[config.mk]
export PLATFORM = sky130hd
export DESIGN_NAME = pcaa_ctrl
export DESIGN_NICKNAME = d
export VERILOG_FILES = /design/src/design/pcaa_pkg.sv /design/src/design/pcaa_ctrl.sv
export SDC_FILE = /design/constraint.sdc
export NUM_CORES = 1
export LEC_CHECK = 0
export ABC_CLOCK_PERIOD_IN_PS = 2500
export BUFFER_PORTS_ARGS = -buffer_cell sky130_fd_sc_hd__buf_2
export CAP_MARGIN = 20
export CORE_AREA = 2 2 39 41
export CTS_BUF_LIST = sky130_fd_sc_hd__clkbuf_16
export CTS_CLUSTER_SIZE = 25
export DETAILED_ROUTE_END_ITERATION = 8
export DIE_AREA = 0 0 41 43
export GPL_TIMING_DRIVEN = 0
export PLACE_DENSITY_LB_ADDON = 0.2
export SLEW_MARGIN = 20
export SYNTH_ARGS = -nofsm -noshare
export SYNTH_HDL_FRONTEND = slang
export SYNTH_SLANG_ARGS = --single-unit
export TNS_END_PERCENT = 20
[constraint.sdc]
create_clock -name clk -period 2.5 [get_ports clk]
set_clock_uncertainty 0.05 [all_clocks]
set_input_delay 0.375 -clock clk [delete_from_list [all_inputs] [get_ports clk]]
set_output_delay 0.375 -clock clk [all_outputs]
set_load 0.01 [all_outputs]
[src/design/pcaa_pkg.sv]
`default_nettype none
package pcaa_pkg;

    localparam int MAX_CLASSES_DEF = 64;
    localparam int COUNT_WIDTH_DEF = 32;

    localparam int CFG_W    = 7;
    localparam int LABEL_W  = 6;
    localparam int SCORE_W  = 32;
    localparam int CIDX_W   = 6;
    localparam int ACC_W    = 17;
    localparam int ACC_FRAC = 16;
    localparam int SCNT_W   = 32;
    localparam int PADDR_W  = 3;
    localparam int PDATA_W  = 32;

    localparam logic [ACC_W-1:0] ACC_ONE         = 17'h10000;
    localparam logic [CFG_W-1:0] NUM_CLASSES_RST = 7'd64;

    // paddr[2] selects the register
    localparam logic REG_NUM_CLASSES = 1'b0;

    localparam logic ACT_SCORE  = 1'b0;
    localparam logic ACT_FINISH = 1'b1;

    typedef struct packed {
        logic                      action;
        logic signed [SCORE_W-1:0] score;
        logic [LABEL_W-1:0]        label;
    } in_item_t;

    typedef struct packed {
        logic [CIDX_W-1:0] class_index;
        logic [ACC_W-1:0]  accuracy;
        logic [SCNT_W-1:0] sample_count;
        logic              last;
    } out_item_t;

    typedef enum logic [2:0] {
        ST_IDLE,
        ST_UPD,
        ST_RD,
        ST_LOAD,
        ST_DIV,
        ST_EMIT
    } state_t;

    typedef struct packed {
        logic accept_score;
        logic accept_finish;
        logic rd_label;
        logic upd_write;
        logic load_div;
        logic div_step;
        logic emit;
    } ctrl_cmd_t;

    typedef struct packed {
        logic sample_end;
        logic div_last;
        logic idx_last;
        logic out_free;
    } ctrl_sts_t;

endpackage
`default_nettype wire

[src/design/pcaa_ctrl.sv]
`default_nettype none
module pcaa_ctrl
    import pcaa_pkg::*;
(
    input  wire logic      clk,
    input  wire logic      rst_n,
    input  wire logic      in_valid,
    input  wire logic      in_action,
    input  wire ctrl_sts_t sts,
    output ctrl_cmd_t      cmd,
    output logic           in_stall
);

    state_t state_reg;
    state_t state_next;

    always_ff @(posedge clk or negedge rst_n)
    begin
        if (!rst_n)
        begin
            state_reg <= ST_IDLE;
        end
        else
        begin
            state_reg <= state_next;
        end
    end

    always_comb
    begin
        state_next = state_reg;
        case (state_reg)
            ST_IDLE:
            begin
                if (in_valid)
                begin
                    if (in_action == ACT_FINISH)
                    begin
                        state_next = ST_RD;
                    end
                    else if (sts.sample_end)
                    begin
                        state_next = ST_UPD;
                    end
                end
            end
            ST_UPD:  state_next = ST_IDLE;
            ST_RD:   state_next = ST_LOAD;
            ST_LOAD: state_next = ST_DIV;
            ST_DIV:
            begin
                if (sts.div_last)
                begin
                    state_next = ST_EMIT;
                end
            end
            ST_EMIT:
            begin
                if (sts.out_free)
                begin
                    state_next = sts.idx_last ? ST_IDLE : ST_RD;
                end
            end
            default: state_next = ST_IDLE;
        endcase
    end

    always_comb
    begin
        cmd      = '0;
        in_stall = 1'b1;
        case (state_reg)
            ST_IDLE:
            begin
                in_stall          = 1'b0;
                cmd.rd_label      = 1'b1;
                cmd.accept_score  = in_valid && (in_action == ACT_SCORE);
                cmd.accept_finish = in_valid && (in_action == ACT_FINISH);
            end
            ST_UPD:  cmd.upd_write = 1'b1;
            ST_RD:   cmd.rd_label  = 1'b0;
            ST_LOAD: cmd.load_div  = 1'b1;
            ST_DIV:  cmd.div_step  = 1'b1;
            ST_EMIT: cmd.emit      = sts.out_free;
            default: cmd           = '0;
        endcase
    end

endmodule
`default_nettype wire

* After elaboration in Yosys (flattened, before gate mapping)
Cells that the tools add are included.
** Operators by class
- Reduce and logical (&&, ||, !) cells :: 4
- Bitwise gates (word level) :: 1
- Mux-type cells :: 14
- Equal/unequal tests :: 9
** Operator list (count)
- 2-to-1 mux 3 bit :: 5
- case mux 3 bit (5 select lines) :: 1
- equality test 3 x 2 -> 1 bit, second input constant :: 2
- equality test 3 bit, second input constant :: 2
- 2-to-1 mux 1 bit :: 6
- != test 2 bit, second input constant :: 3
- 2-to-1 mux 2 bit :: 2
- AND reduction 4 bit :: 1
- equality test 3 x 1 -> 1 bit, second input constant :: 1
- zero test 3 bit :: 1
- != test 3 bit, second input constant :: 1
- logical AND 1 bit :: 2
- inverter 1 bit :: 1
** Word-level totals
- Bits in registers :: 3
- Word-level logic and storage cells :: 29
- Input port bits :: 8

* Logic depth before layout (Yosys ltp)
- Depth after elaboration :: 4
- Gate-level depth with buffers :: 4
- Depth with buffers taken out :: 3

* Worst setup path after synthesis
OpenSTA, ideal clock, no wires.
- Path type :: register -> output
- Start point :: register state_reg[0]
- End point :: output cmd[6] (netlist bit)
- Setup slack :: 1.093 ns
- Arrival :: 0.982 ns
- Path buffers :: 1
- Data required time :: 2.075 ns
- Stages on the path, launching flop included :: 5
- Cells stage by stage :: dfrtp_1 -> buf_6 -> nor3_4 -> nand2_1 -> nor2_1
** RTL lines
- start, declared :: RTL line pcaa_ctrl.sv:14 : state_t state_reg;
- start signal, assigned :: RTL line pcaa_ctrl.sv:25 : state_reg <= state_next;
- end, declared :: RTL line pcaa_ctrl.sv:10 : output ctrl_cmd_t cmd,

==> reports/results.tsv <==
stage	metric	value	unit
place	half-perimeter wire length after placement	449	um
cts	clock root buffer	clkbuf_16	
logic_synthesis	most common cell in the netlist	nor2_1	
cts	clk sink count	3	
finish	nets@finish	60	
logic_synthesis	Seq/Total Area, Yosys	26.5	%
cts	setup repair bufs after CTS	0	
worst_setup_path	Crit Path Max Fanout	9	
logic_synthesis	Mapped Nets	39	
die	FP Rows	14	
worst_setup_path	required time of the critical path	2.08	ns
finish	n_diodes	0	
worst_setup_path	reg-to-reg startpoint	state_reg[2]	
finish	# fillers	148	
logic_synthesis	post-synth cell types	20	
route	Post-route DRC	0	
worst_setup_path	CP bufs+invs	2	
pwr	Peak VDD IR	0.000353	V
cts	Bufs on Longest Clock Path	2	
route	Final ANT Viol Nets	0	
place	dpl ws	1.07	ns
timing	Slew Viols, Final	0	
timing	final hold violations	0	
pwr	Pint	0.000430	W
pwr	pwr dens	1380	nW/um^2
pwr	Clock Power Share	38.1	%
pwr	static leakage	0.265	nW
place	Placed Area	378	um^2
finish	max FFs per register	3	
logic_synthesis	Synth Flop Type	dfrtp_1	
run	max-cap viol count	0	
worst_setup_path	Critical Path AT	1.23	ns
die	Initial Utilization	20.4	%
cts	clock buffer count from CTS	3	
place	GP Congestion	0.620	
place	IO Port Bufs	15	
route	DRT Pass-1 Iters	1	
pwr	Seq pwr share	12.2	%
worst_setup_path	slack of the worst reg-to-reg path	1.37	ns
timing	Slew @ Worst Pin	0.226	ns
finish	Final Cell Area	467	um^2
route	Iter 0 DRT Violations	0	
hold_path	Min-Delay Path Depth	3	
worst_setup_path	crit path launch	state_reg[0]	
logic_synthesis	Post-synth EDFFs	0	
cts	clock-pin slew on the worst setup and hold paths	0.03	ns
pwr	Comb power frac	49.7	%
worst_setup_path	Crit Path Class	reg -> out	
pwr	Switching Share	33.0	%
cts	post-CTS sizing	0	
die	I/O Pins	16	
route	WL/cell	9.13	um
status	status	finished clean	
hold_path	hold endpoint	state_reg[1]	
global_routing	vias in the first global route	263	
global_routing	remaining global-route overflow	0	
worst_setup_path	slowest stage cell, crit path	dfrtp_1	
finish	P&R area growth vs syn	65.0	%
timing	setup ws final	0.849	ns
timing	RSZ-0062 raised after global routing	false	
die	width of the chip	41	um
logic_synthesis	syn_area_per_cell	9.12	um^2
timing	sum of negative setup slack	0	ns
worst_setup_path	Setup crit start kind	flop	
die	Chip Height	43	um
timing	crit path time final	1.65	ns
worst_setup_path	CP max stage delay	0.36	ns
logic_synthesis	Post-synth ARST share	100	%
logic_synthesis	biggest area consumer among synthesized cells	dfrtp_1	
logic_synthesis	Mapped Area	283	um^2
timing	final setup vio count	0	
hold_path	Hold Path Class	in -> reg	
die	core area	1380	um^2
route	DR vias/cell	4.10	
global_routing	first-pass GRT wire length	1040	um
timing	Final Cycle Share	66.0	%
route	overall via count from detail_route	275	
logic_synthesis	share of the synthesized area in the top cell type	26.5	%
pwr	net switching power figure	0.000212	W
die	total die area	1760	um^2
worst_setup_path	worst reg2reg path depth	4	
worst_setup_path	Largest delay share family, worst path	simple AND/OR/NAND/NOR gates	
timing	Slew headroom	84.9	%
hold_path	Worst Min Path Start	sts[1]	
global_routing	GRT Total Usage	9.16	%
finish	layout cell share with drive strength beyond 1	49.0	%
cts	TritonCTS clock tree	done	
logic_synthesis	Post-Syn Instances	31	
cts	hold_buf cts	1	
route	drt total wl	612	um
global_routing	largest net degree at the start of global routing	11	
logic_synthesis	Synth Register Bits	3	
cts	Clock Latency Late Sink	0.22	ns
timing	maximum clock rate	606	MHz
worst_setup_path	FF-to-FF End	state_reg[0]	
logic_synthesis	commonest cells in the netlist	4 x nor2_1, 3 x buf_6, 3 x dfrtp_1	
global_routing	initial antenna violation count	0	
cts	CTS H-tree depth	1	
worst_setup_path	kind of end point of the critical path	output port	
logic_synthesis	Yosys warnings	0	
finish	Post-Route Utilization	33.7	%
worst_setup_path	CP Cell Sequence	buf_6, nor3_4, and3_1, buf_2	
logic_synthesis	synth top area cells	dfrtp_1 27%, buf_6 12%, nand3b_4 7.1%	
## worst max-delay path by stage
| stage | to | cells past startpoint |
|---|---|---|
| 3_3_place_gp | cmd[5] | 4 |
| 2_1_floorplan | cmd[6] | 4 |
| 3_5_place_dp | cmd[5] | 4 |
| 4_1_cts | cmd[5] | 4 |
| 5_1_grt | cmd[6] | 5 |
| 6_report | cmd[5] | 4 |
## power groups by stage
stage          clock, W  combinational [W]  sequential (W)
2_1_floorplan         0           0.000242       0.0000783
3_3_place_gp          0           0.000325       0.0000798
3_5_place_dp          0           0.000323       0.0000789
4_1_cts        0.000247           0.000325       0.0000784
5_1_grt        0.000253           0.000357       0.0000792
6_report       0.000245           0.000319       0.0000782
## worst reg2reg max path: cells and delay by family (launching register included)
kind,cells,cell delay [ns]
AND/OR/NAND/NOR,1,0.16
AO/OA/AOI/OAI,2,0.30
buffers and inverters,1,0.15
flip-flops,1,0.36
## layout by cell type (no fill, tap or decap), drive strengths merged, types with 2 or more instances in the layout
cell	Yosys	final
nor3b	2	2
clkbuf	0	3
nor3	2	2
inv	3	4
buf	3	18
nor2	4	4
dfrtp	3	3
a211oi	2	2
and3	3	3
o21ai	2	2
## metrics by stage
stage	total power, W	hold slack, ns	std cells
2_1_floorplan	0.000320	0.0294	31
3_3_place_gp	0.000405	0.122	62
3_5_place_dp	0.000402	0.122	62
4_1_cts	0.000651	0.396	67
5_1_grt	0.000689	0.415	67
6_report	0.000642	0.394	67
## layer usage
metal  vias to the layer above  routed length (um)  global-route usage (%)
met3                         0                  26                    4.71
met2                         6                 313                    12.2
met1                       119                 272                    11.0
met5                         -                   0                       0
li1                        150                   -                       -
met4                         0                   0                    6.00
## kinds of logic (layout without fill, tap and decap cells)
kind of cell	Yosys count	count (layout)	share of synthesized area, %
and+or+nand+nor	15	15	39.4
AOI/OAI and AO/OA	7	7	17.3
DFF	3	3	26.5
buffers and inverters	6	26	16.8
## layout make-up
type | count | area [um^2] | share of cell area (%)
plain buffers | 3 | 33.8 | 7.24
repair buffers | 16 | 85.1 | 18.2
well taps | 16 | 20.0 | 4.29
clock inverters | 1 | 3.75 | 0.804
multi-input cells | 22 | 160 | 34.3
clock buffers | 3 | 75.1 | 16.1
inverters | 3 | 13.8 | 2.95
flip-flops and latches | 3 | 75.1 | 16.1
Power figures use the tool's default switching activity.
